--- src/hdl/prs_pkg.sv ---
// Shared types and constants for the periodic request scheduler.
// Holds the field widths, the table entry layout and the microcode control word.
// No dependencies; used by prs_useq and periodic_request_scheduler_core.
package prs_pkg;

  // Default table depth.
  localparam int PRS_MAX_ENTRIES = 16;

  // Field widths of the stream words and the configuration register.
  localparam int SLOT_FIELD_W  = 4;
  localparam int ID_W          = 11;
  localparam int PID_W         = 16;
  localparam int MODE_W        = 8;
  localparam int IVAL_W        = 16;
  localparam int TIME_W        = 16;
  localparam int ENTRY_COUNT_W = 5;

  // Packed stream widths, rounded up to whole bytes.
  localparam int S_TDATA_W = 72;
  localparam int M_TDATA_W = 40;

  // Configuration port.
  localparam int APB_ADDR_W = 3;
  localparam int APB_DATA_W = 32;
  localparam logic [0:0] REG_ENTRY_COUNT = 1'b0;

  // One table entry as loaded by a load word.
  typedef struct packed {
    logic [MODE_W-1:0] mode;
    logic [PID_W-1:0]  pid;
    logic [ID_W-1:0]   can_id;
    logic [IVAL_W-1:0] interval;
  } entry_t;

  // Microcode step address.
  typedef logic [3:0] step_t;

  // Datapath operation selected by a control word.
  typedef enum logic [3:0] {
    OP_NONE,
    OP_LATCH,
    OP_SETUP,
    OP_REDUCE,
    OP_START,
    OP_ADVANCE,
    OP_GRANT,
    OP_MISS,
    OP_LOAD
  } op_t;

  // Branch condition tested by a control word.
  typedef enum logic [2:0] {
    COND_ALWAYS,
    COND_IN_VALID,
    COND_IS_LOAD,
    COND_COUNT_ZERO,
    COND_PTR_GE,
    COND_DUE,
    COND_LAST,
    COND_OUT_BUSY
  } cond_t;

  // One microcode word: branch to t_true when the condition holds, else t_false.
  typedef struct packed {
    logic  ready;
    op_t   op;
    cond_t cond;
    step_t t_true;
    step_t t_false;
  } ctrl_word_t;

  // Status flags returned from the datapath to the sequencer.
  typedef struct packed {
    logic in_valid;
    logic is_load;
    logic count_zero;
    logic ptr_ge;
    logic due;
    logic last;
    logic out_busy;
  } cond_flags_t;

endpackage

--- src/hdl/periodic_request_scheduler_core.sv ---
// Periodic request scheduler: table of periodic requests with a round-robin due scan.
// Top level: datapath, request tables and configuration port; depends on prs_pkg
// and prs_useq.
//
// Usage: the input stream carries load words (s_tuser = 0), which write one table
// slot and clear its issue stamp, and request words (s_tuser = 1), which carry the
// current millisecond time. Each request word yields exactly one output word: the
// next due slot after the last one granted, or m_tuser = 0 with zero data when no
// active slot is due. Load words yield no output.
// The APB port holds entry_count at address 0; write it only while the block is idle.
// Sequencing: a microcoded sequencer handles one word at a time. A load word passes
// the latch, decode and load steps. A request word passes the latch, decode and
// zero-test steps, a reduce step repeated while the round-robin pointer must be
// folded below the active count (only after entry_count was lowered), the start
// step, an evaluate step per slot examined with an advance step after each slot not
// granted, and ends in the grant or miss step; with entry_count 0 it goes from the
// zero test to the miss step. Evaluate and advance are split because the tables are
// memories with a registered read port. An output register separates the two sides:
// a new word is accepted while a result waits; if the receiver stalls, the
// sequencer holds in its result step until the output register is free.
// Reset clears the pointer, the issue stamps (via per-slot valid bits), the output
// valid flag and sets entry_count to 1; request fields are undefined until loaded.
module periodic_request_scheduler_core #(
  parameter int MAX_ENTRIES = prs_pkg::PRS_MAX_ENTRIES
) (
  input  logic                            clk,
  input  logic                            rst,
  // Input stream.
  input  logic                            s_tvalid,
  output logic                            s_tready,
  // s_tdata fields from bit 0: slot[3:0], entry_id[14:4], entry_pid[30:15],
  // entry_mode[38:31], entry_interval[54:39], now_ms[70:55], zero pad[71].
  input  logic [prs_pkg::S_TDATA_W-1:0]   s_tdata,
  // s_tuser fields from bit 0: action.
  input  logic                            s_tuser,
  // Output stream.
  output logic                            m_tvalid,
  input  logic                            m_tready,
  // m_tdata fields from bit 0: grant_slot[3:0], grant_id[14:4], grant_pid[30:15],
  // grant_mode[38:31], zero pad[39].
  output logic [prs_pkg::M_TDATA_W-1:0]   m_tdata,
  // m_tuser fields from bit 0: granted.
  output logic                            m_tuser,
  // Configuration port.
  input  logic                            psel,
  input  logic                            penable,
  input  logic                            pwrite,
  input  logic [prs_pkg::APB_ADDR_W-1:0]  paddr,
  input  logic [prs_pkg::APB_DATA_W-1:0]  pwdata,
  output logic [prs_pkg::APB_DATA_W-1:0]  prdata,
  output logic                            pready
);
  import prs_pkg::*;

  localparam int SLOT_W = $clog2(MAX_ENTRIES);
  localparam int CNT_W  = $clog2(MAX_ENTRIES + 1);

  ctrl_word_t  cw;
  cond_flags_t flags;

  // Configuration register.
  logic [ENTRY_COUNT_W-1:0] entry_count;

  // Latched input word.
  logic                    act_q;
  logic [SLOT_FIELD_W-1:0] slot_q;
  entry_t                  entry_q;
  logic [TIME_W-1:0]       now_q;

  // Scan state.
  logic [CNT_W-1:0]  count;
  logic [SLOT_W-1:0] ptr_work;
  logic [SLOT_W-1:0] k;
  logic [SLOT_W-1:0] scan_i;
  logic [SLOT_W-1:0] rr_pointer;

  // Request tables.
  entry_t            data_mem [MAX_ENTRIES];
  logic [TIME_W-1:0] stamp_mem [MAX_ENTRIES];
  logic [MAX_ENTRIES-1:0] stamp_valid;
  entry_t            rd_data;
  logic [TIME_W-1:0] rd_stamp;
  logic              rd_stamp_ok;

  // Output register.
  logic                    granted_q;
  logic [SLOT_FIELD_W-1:0] out_slot;
  logic [ID_W-1:0]         out_id;
  logic [PID_W-1:0]        out_pid;
  logic [MODE_W-1:0]       out_mode;

  // Derived control signals.
  logic              in_accept;
  logic              out_busy;
  logic              out_load;
  logic              ptr_ge;
  logic              slot_ok;
  logic [SLOT_W-1:0] ld_idx;
  logic [SLOT_W-1:0] k_next;
  logic [SLOT_W-1:0] rd_addr;
  logic [TIME_W-1:0] stamp_eff;
  logic [TIME_W-1:0] elapsed;
  logic              cfg_write;

  prs_useq u_useq (
    .clk   (clk),
    .rst   (rst),
    .flags (flags),
    .cw    (cw)
  );

  assign s_tready  = cw.ready;
  assign in_accept = s_tvalid & s_tready;
  assign out_busy  = m_tvalid & ~m_tready;
  assign out_load  = ((cw.op == OP_GRANT) || (cw.op == OP_MISS)) && !out_busy;

  // Next slot in round-robin order among the active slots.
  assign k_next = (CNT_W'(k) == count - CNT_W'(1)) ? '0 : k + SLOT_W'(1);
  assign ptr_ge = (CNT_W'(ptr_work) >= count);
  assign slot_ok = (32'(slot_q) < 32'(MAX_ENTRIES));
  assign ld_idx  = SLOT_W'(slot_q);

  // Due test on the registered table read: elapsed time wraps modulo 2^16.
  assign stamp_eff = rd_stamp_ok ? rd_stamp : '0;
  assign elapsed   = now_q - stamp_eff;

  always_comb begin
    flags.in_valid   = s_tvalid;
    flags.is_load    = ~act_q;
    flags.count_zero = (count == '0);
    flags.ptr_ge     = ptr_ge;
    flags.due        = (elapsed >= rd_data.interval);
    flags.last       = (CNT_W'(scan_i) == count - CNT_W'(1));
    flags.out_busy   = out_busy;
  end

  // Table read address follows the slot about to be examined.
  always_comb begin
    unique case (cw.op)
      OP_START:   rd_addr = ptr_work;
      OP_ADVANCE: rd_addr = k_next;
      default:    rd_addr = k;
    endcase
  end

  // Configuration register write and read-back.
  assign pready    = 1'b1;
  assign cfg_write = psel & penable & pwrite & pready;

  always_ff @(posedge clk) begin
    if (rst) begin
      entry_count <= ENTRY_COUNT_W'(1);
    end else if (cfg_write && (paddr[2:2] == REG_ENTRY_COUNT)) begin
      entry_count <= pwdata[ENTRY_COUNT_W-1:0];
    end
  end

  assign prdata = (paddr[2:2] == REG_ENTRY_COUNT) ?
                  APB_DATA_W'(entry_count) : '0;

  // Capture the accepted input word.
  always_ff @(posedge clk) begin
    if (cw.op == OP_LATCH && in_accept) begin
      act_q           <= s_tuser;
      slot_q          <= s_tdata[3:0];
      entry_q.can_id  <= s_tdata[14:4];
      entry_q.pid     <= s_tdata[30:15];
      entry_q.mode    <= s_tdata[38:31];
      entry_q.interval <= s_tdata[54:39];
      now_q           <= s_tdata[70:55];
    end
  end

  // Scan registers: saturated count, pointer fold, slot and step counters.
  always_ff @(posedge clk) begin
    unique case (cw.op)
      OP_SETUP: begin
        if (32'(entry_count) > 32'(MAX_ENTRIES)) begin
          count <= CNT_W'(MAX_ENTRIES);
        end else begin
          count <= CNT_W'(entry_count);
        end
        ptr_work <= rr_pointer;
      end
      OP_REDUCE: begin
        if (ptr_ge) begin
          ptr_work <= SLOT_W'(CNT_W'(ptr_work) - count);
        end
      end
      OP_START: begin
        k      <= ptr_work;
        scan_i <= '0;
      end
      OP_ADVANCE: begin
        k      <= k_next;
        scan_i <= scan_i + SLOT_W'(1);
      end
      default: ;
    endcase
  end

  // Round-robin pointer moves past each granted slot.
  always_ff @(posedge clk) begin
    if (rst) begin
      rr_pointer <= '0;
    end else if (cw.op == OP_GRANT && out_load) begin
      rr_pointer <= k_next;
    end
  end

  // Request field memory: written by loads, read during the scan.
  always_ff @(posedge clk) begin
    if (cw.op == OP_LOAD && slot_ok) begin
      data_mem[ld_idx] <= entry_q;
    end
    rd_data <= data_mem[rd_addr];
  end

  // Issue stamp memory: written on a grant, read during the scan.
  always_ff @(posedge clk) begin
    if (cw.op == OP_GRANT && out_load) begin
      stamp_mem[k] <= now_q;
    end
    rd_stamp    <= stamp_mem[rd_addr];
    rd_stamp_ok <= stamp_valid[rd_addr];
  end

  // Stamp valid bits: a cleared bit reads as a zero stamp.
  always_ff @(posedge clk) begin
    if (rst) begin
      stamp_valid <= '0;
    end else if (cw.op == OP_LOAD && slot_ok) begin
      stamp_valid[ld_idx] <= 1'b0;
    end else if (cw.op == OP_GRANT && out_load) begin
      stamp_valid[k] <= 1'b1;
    end
  end

  // Output register: filled on a grant or a miss, emptied when the word is taken.
  always_ff @(posedge clk) begin
    if (rst) begin
      m_tvalid <= 1'b0;
    end else if (out_load) begin
      m_tvalid <= 1'b1;
    end else if (m_tready) begin
      m_tvalid <= 1'b0;
    end
  end

  always_ff @(posedge clk) begin
    if (out_load) begin
      if (cw.op == OP_GRANT) begin
        granted_q <= 1'b1;
        out_slot  <= SLOT_FIELD_W'(k);
        out_id    <= rd_data.can_id;
        out_pid   <= rd_data.pid;
        out_mode  <= rd_data.mode;
      end else begin
        granted_q <= 1'b0;
        out_slot  <= '0;
        out_id    <= '0;
        out_pid   <= '0;
        out_mode  <= '0;
      end
    end
  end

  assign m_tuser = granted_q;
  assign m_tdata = {1'b0, out_mode, out_pid, out_id, out_slot};

endmodule

--- src/hdl/prs_useq.sv ---
// Microcode sequencer of the periodic request scheduler.
// Holds the step counter and the control program; branches on datapath flags.
// Depends on prs_pkg.
module prs_useq (
  input  logic                  clk,
  input  logic                  rst,
  input  prs_pkg::cond_flags_t  flags,
  output prs_pkg::ctrl_word_t   cw
);
  import prs_pkg::*;

  // Program step addresses.
  localparam step_t STEP_WAIT   = 4'd0;
  localparam step_t STEP_DECODE = 4'd1;
  localparam step_t STEP_ZERO   = 4'd2;
  localparam step_t STEP_REDUCE = 4'd3;
  localparam step_t STEP_START  = 4'd4;
  localparam step_t STEP_EVAL   = 4'd5;
  localparam step_t STEP_NEXT   = 4'd6;
  localparam step_t STEP_HIT    = 4'd7;
  localparam step_t STEP_MISS   = 4'd8;
  localparam step_t STEP_LOAD   = 4'd9;

  // Control program: one word per step.
  function automatic ctrl_word_t rom_word(input step_t s);
    ctrl_word_t w;
    w = '{ready: 1'b0, op: OP_NONE, cond: COND_ALWAYS,
          t_true: STEP_WAIT, t_false: STEP_WAIT};
    unique case (s)
      STEP_WAIT:   w = '{ready: 1'b1, op: OP_LATCH, cond: COND_IN_VALID,
                         t_true: STEP_DECODE, t_false: STEP_WAIT};
      STEP_DECODE: w = '{ready: 1'b0, op: OP_SETUP, cond: COND_IS_LOAD,
                         t_true: STEP_LOAD, t_false: STEP_ZERO};
      STEP_ZERO:   w = '{ready: 1'b0, op: OP_NONE, cond: COND_COUNT_ZERO,
                         t_true: STEP_MISS, t_false: STEP_REDUCE};
      STEP_REDUCE: w = '{ready: 1'b0, op: OP_REDUCE, cond: COND_PTR_GE,
                         t_true: STEP_REDUCE, t_false: STEP_START};
      STEP_START:  w = '{ready: 1'b0, op: OP_START, cond: COND_ALWAYS,
                         t_true: STEP_EVAL, t_false: STEP_EVAL};
      STEP_EVAL:   w = '{ready: 1'b0, op: OP_NONE, cond: COND_DUE,
                         t_true: STEP_HIT, t_false: STEP_NEXT};
      STEP_NEXT:   w = '{ready: 1'b0, op: OP_ADVANCE, cond: COND_LAST,
                         t_true: STEP_MISS, t_false: STEP_EVAL};
      STEP_HIT:    w = '{ready: 1'b0, op: OP_GRANT, cond: COND_OUT_BUSY,
                         t_true: STEP_HIT, t_false: STEP_WAIT};
      STEP_MISS:   w = '{ready: 1'b0, op: OP_MISS, cond: COND_OUT_BUSY,
                         t_true: STEP_MISS, t_false: STEP_WAIT};
      STEP_LOAD:   w = '{ready: 1'b0, op: OP_LOAD, cond: COND_ALWAYS,
                         t_true: STEP_WAIT, t_false: STEP_WAIT};
      default:     w = '{ready: 1'b0, op: OP_NONE, cond: COND_ALWAYS,
                         t_true: STEP_WAIT, t_false: STEP_WAIT};
    endcase
    return w;
  endfunction

  step_t pc;
  step_t pc_next;
  logic  cond_true;

  assign cw = rom_word(pc);

  // Evaluate the branch condition of the current word.
  always_comb begin
    unique case (cw.cond)
      COND_ALWAYS:     cond_true = 1'b1;
      COND_IN_VALID:   cond_true = flags.in_valid;
      COND_IS_LOAD:    cond_true = flags.is_load;
      COND_COUNT_ZERO: cond_true = flags.count_zero;
      COND_PTR_GE:     cond_true = flags.ptr_ge;
      COND_DUE:        cond_true = flags.due;
      COND_LAST:       cond_true = flags.last;
      COND_OUT_BUSY:   cond_true = flags.out_busy;
    endcase
    pc_next = cond_true ? cw.t_true : cw.t_false;
  end

  // Step counter.
  always_ff @(posedge clk) begin
    if (rst) begin
      pc <= STEP_WAIT;
    end else begin
      pc <= pc_next;
    end
  end

endmodule

--- config.mk ---
export PLATFORM = sky130hd
export DESIGN_NAME = periodic_request_scheduler_core
export DESIGN_NICKNAME = d
export VERILOG_FILES = /design/src/hdl/prs_pkg.sv /design/src/hdl/periodic_request_scheduler_core.sv /design/src/hdl/prs_useq.sv
export SDC_FILE = /design/constraint.sdc
export NUM_CORES = 2
export LEC_CHECK = 0
export BUFFER_PORTS_ARGS = -buffer_cell sky130_fd_sc_hd__buf_2
export CAP_MARGIN = 20
export CORE_MARGIN = 5
export CORE_UTILIZATION = 50
export DETAILED_ROUTE_END_ITERATION = 6
export GPL_TIMING_DRIVEN = 0
export PLACE_DENSITY = 0.76
export SYNTH_ARGS = -nofsm -noshare
export SYNTH_HDL_FRONTEND = slang
export SYNTH_HIERARCHICAL = 1
export SYNTH_SLANG_ARGS = --single-unit
export TNS_END_PERCENT = 50
--- constraint.sdc ---
create_clock -name clk -period 23.5 [get_ports clk]
set_clock_uncertainty 0.2 [all_clocks]
set_input_delay 5.875 -clock clk [delete_from_list [all_inputs] [get_ports clk]]
set_output_delay 5.875 -clock clk [all_outputs]
set_load 0.05 [all_outputs]
# Yosys cells after proc, flatten, opt, wreduce, memory -nomap -nowiden
# Memory sizes are Yosys's and may differ from the RTL's. A register that Yosys moved wholly into a read port is not among the register bits.
# Index checks and enable logic that the tools add are counted.
[classes]
add_sub_neg = 5
order_cmp = 8
eq_ne = 18
n_mux = 25
bitwise_logic = 10
reduce_logical = 15
[op_table]
columns = ["operator", "count"]
rows = [
  ["16-bit 2-to-1 mux", 3],
  ["4-bit one-hot mux with 2 select lines", 3],
  ["16-bit AND", 1],
  ["4-bit by 3-bit == test with 1-bit output (second input constant)", 4],
  ["16-bit greater-or-equal comparator", 1],
  ["4-bit 2-to-1 mux", 4],
  ["16-bit inverter", 1],
  ["16-bit bitwise OR", 1],
  ["16-bit subtractor", 1],
  ["4-bit by 5-bit < comparator with 1-bit output (second input constant)", 3],
  ["3-bit == test (second input constant)", 4],
  ["4-bit by 5-bit == test with 1-bit output", 2],
  ["1-bit 2-to-1 mux", 10],
  ["4-bit by 1-bit adder with 4-bit output (second input constant)", 2],
  ["1-bit demux with 4-bit select", 2],
  ["4-bit by 2-bit == test with 1-bit output (second input constant)", 2],
  ["4-bit by 1-bit greater-or-equal comparator with 1-bit output (second input constant)", 2],
  ["1-bit one-hot mux with 8 select lines", 1],
  ["2-bit nonzero test", 4],
  ["3-bit by 2-bit == test with 1-bit output (second input constant)", 2],
  ["1-bit logical AND", 6],
  ["4-bit by 5-bit greater-or-equal comparator with 1-bit output", 1],
  ["5-bit greater-than comparator (second input constant)", 1],
  ["5-bit logical NOT", 1],
  ["14 further kinds", 19],
]
[word_totals]
regBits = 156
ramBits = 1072
romBits = 240
inputBits = 115
out_inout_bits = 76
wordCells = 105
memories = 3
[mem_list]
columns = ["name", "words", "width", "rd", "rd_clocked_by_memory_dff", "write_ports", "line", "source"]
rows = [
  ["data_mem", 16, 51, 1, 1, 1, "periodic_request_scheduler_core.sv:78", "entry_t data_mem [MAX_ENTRIES];"],
  ["stamp_mem", 16, 16, 1, 1, 1, "periodic_request_scheduler_core.sv:79", "logic [TIME_W-1:0] stamp_mem [MAX_ENTRIES];"],
  ["(no name shown)", 16, 15, 1, 1, 0, "prs_useq.sv:29", "unique case (s)"],
]

# Depth between registers and ports, before layout
[logic_depth]
word_depth = 7
ltp_mapped = 26
ltp_nobuf = 26

# Hierarchy
# The synthesis kept the hierarchy.
[modules_own_cells]
columns = ["module", "instances", "cells_per_inst", "area_each_um2", "seq_area_each_um2"]
rows = [
  ["periodic_request_scheduler_core", 1, 2344, 48839.3, 37906.4],
  ["prs_useq", 1, 91, 889.6, 300.3],
]

# Least setup slack after synthesis
# OpenSTA, ideal clock, no wires.
[synth_timing]
path_type = "input to output"
from = "in paddr[2] (netlist bit)"
to = "out prdata[0] (netlist bit)"
arrival_ns = 6.564
required_time_ns = 17.425
slack_ns = 10.861
path_stages = 1
path_buffers = 0
path_cell_list = "nor2b_1"
[synth_between]
elab_chain_cells = 1
[synth_rtl]
columns = ["element", "line", "source"]
rows = [
  ["start, declared", "periodic_request_scheduler_core.sv:48", "input logic [prs_pkg::APB_ADDR_W-1:0] paddr,"],
  ["5-bit 2-to-1 mux", "periodic_request_scheduler_core.sv:158", "assign prdata = (paddr[2:2] == REG_ENTRY_COUNT) ?"],
  ["end, declared", "periodic_request_scheduler_core.sv:50", "output logic [prs_pkg::APB_DATA_W-1:0] prdata,"],
]
# Every way passes these cells.

# Final worst setup path
# Same ends and word-level chain as after synthesis.

==> out/metrics.csv <==
metric,value,unit
run status,"finished, final reports clean",
Post-CTS Setup Bufs,0,
DIE HEIGHT,325,um
synthesis-to-layout area growth,15.0,%
CP Data Required Time,17430,ps
most frequent cells in the layout,"edfxtp_1, mux4_2, buf_2",
final-stage net count,2925,
hold buffer count at CTS,0,
synthesis warning total,6,
Cells after Synth,2433,
GR Util All Layers,0.216,
Via Count,25100,
TritonRoute pass-1 iters,6,
Hold WS,259,ps
vias in the first global route,26100,
wire length per cell,27.7,um
Slew @ Worst Pin,1150,ps
Max Clk Rate,0.0803,GHz
post-CTS sizing,0,
Tcrit/Tclk final,0.530,
CTS clock-pin slew for the worst setup and hold paths,70,ps
synthesized area,49700,um2
Static Leak,18.9,nW
antenna-violating nets left,0,
min-delay worst type,register to register,
Area after DPL,53000,um2
Post-Syn Area per Cell,20.4,um2
clock tree buffer depth,3,
Crit Path Category,input pin to primary output,
Root Driver,clkbuf_16,
met1 wire length,43.3,mm
grt ovf,0,
Die W,325,um
first-pass GRT wire length,171,mm
top layer in use,met4,
final hold viol count,0,
H-tree depth,3,
Max Transition Viols Final,0,
Non-Filler Instances,4148,
DR vias/cell,6.05,
# setup viols final,0,
setup_tns,0,ps
crit path max fanout,6,
Num CTS Buffers,121,
Die Area,106000,um2
WL final,115,mm
core box area,98600,um2
Clock Sinks,1310,
Final min period,12460,ps
layout cell share with drive strength beyond 1,0.256,
WL met2,57.6,mm
GP Congestion,0.843,
fin area,57200,um2
Worst Setup End Kind,primary output,
Rel. slew slack,0.236,
Placed Instances,3921,
Max Cap Viol,0,
initial antenna violation count,2,
Iter 0 DRT Violations,2962,
TritonCTS clock tree,done,
RSZ-0062 raised after global routing,false,
met3 WL post-DR,10.2,mm
largest net degree at the start of global routing,27,
clk_lat worst skew,710,ps
"commonest non-fill, non-tap cell in the layout",edfxtp_1,
P per Cell Area,112,nW/um2
I/O pins,191,
fillers,6773,
initial core utilization,0.504,
DRC,0,
site row count,115,
IO buf count,131,
CP Data Arrival Time,6380,ps
startpoint types,input pin,
HPWL after DPL,72.1,mm
Worst VDD drop,0.0789,mV
Total Power,0.00641,W
worst max-delay path, cell delays in order:
cell	delay [ps]
buf_2	130
nor2b_1	100
buf_2	270
metal layers:
| metal | track usage | up-vias |
|---|---|---|
| met5 | 0 | - |
| met3 | 0.0380 | 243 |
| met4 | 0.0621 | 0 |
| li1 | - | 10500 |
| met2 | 0.365 | 1426 |
| met1 | 0.294 | 12900 |
state kept, by name (all words and copies together) (netlist names):
signal	cells
m_tuser	1
count	5
out_pid	16
ld_idx	4
out_id	11
k	4
u_useq/cw	15
m_tvalid	1
entry_q	51
entry_count	5
ptr_work	4
scan_i	4
out_mode	8
now_q	16
rd_stamp	16
stamp_valid	16
rd_stamp_ok	1
rd_data	51
stamp_mem	256
out_slot	4
data_mem	816
act_q	1
rr_pointer	4
where the power goes:
group / internal [W] / leakage (nW) / switching [W] / total [W]
Clock: 0.00118 / 2.02 / 0.000848 / 0.00202
Combinational: 0.000664 / 5.27 / 0.000815 / 0.00148
Sequential: 0.00276 / 11.7 / 0.000144 / 0.00290
final timing paths:
| check | start | to | slack, ps | cells after the start |
|---|---|---|---|---|
| max | paddr[2] | prdata[0] | 11040 | 3 |
| min reg2reg | rr_pointer[3] | rr_pointer[3] | 260 | 2 |
| min | rr_pointer[3] | rr_pointer[3] | 260 | 2 |
| max reg2reg | now_q[0] | u_useq/cw[9] | 16980 | 24 |
stage by stage:
step / setup WS (ps) / util
finish: 11040 / 0.580
global route: 10980 / 0.580
CTS: 11040 / 0.580
detailed placement: 11040 / 0.538
global placement: 5060 / 0.528
floorplan: 10860 / -
area by class of cell:
type,count,area (um2),share of cell area
multi-input cells,950,10700,0.188
plain buffers,142,803,0.0140
clock buffers,149,3230,0.0566
repair buffers,174,1460,0.0255
flip-flops and latches,1310,38200,0.668
clock inverters,77,918,0.0161
diodes,1,2.50,0.0000438
well taps,1287,1610,0.0282
inverters,58,218,0.00381
Power figures use the tool's default switching activity.
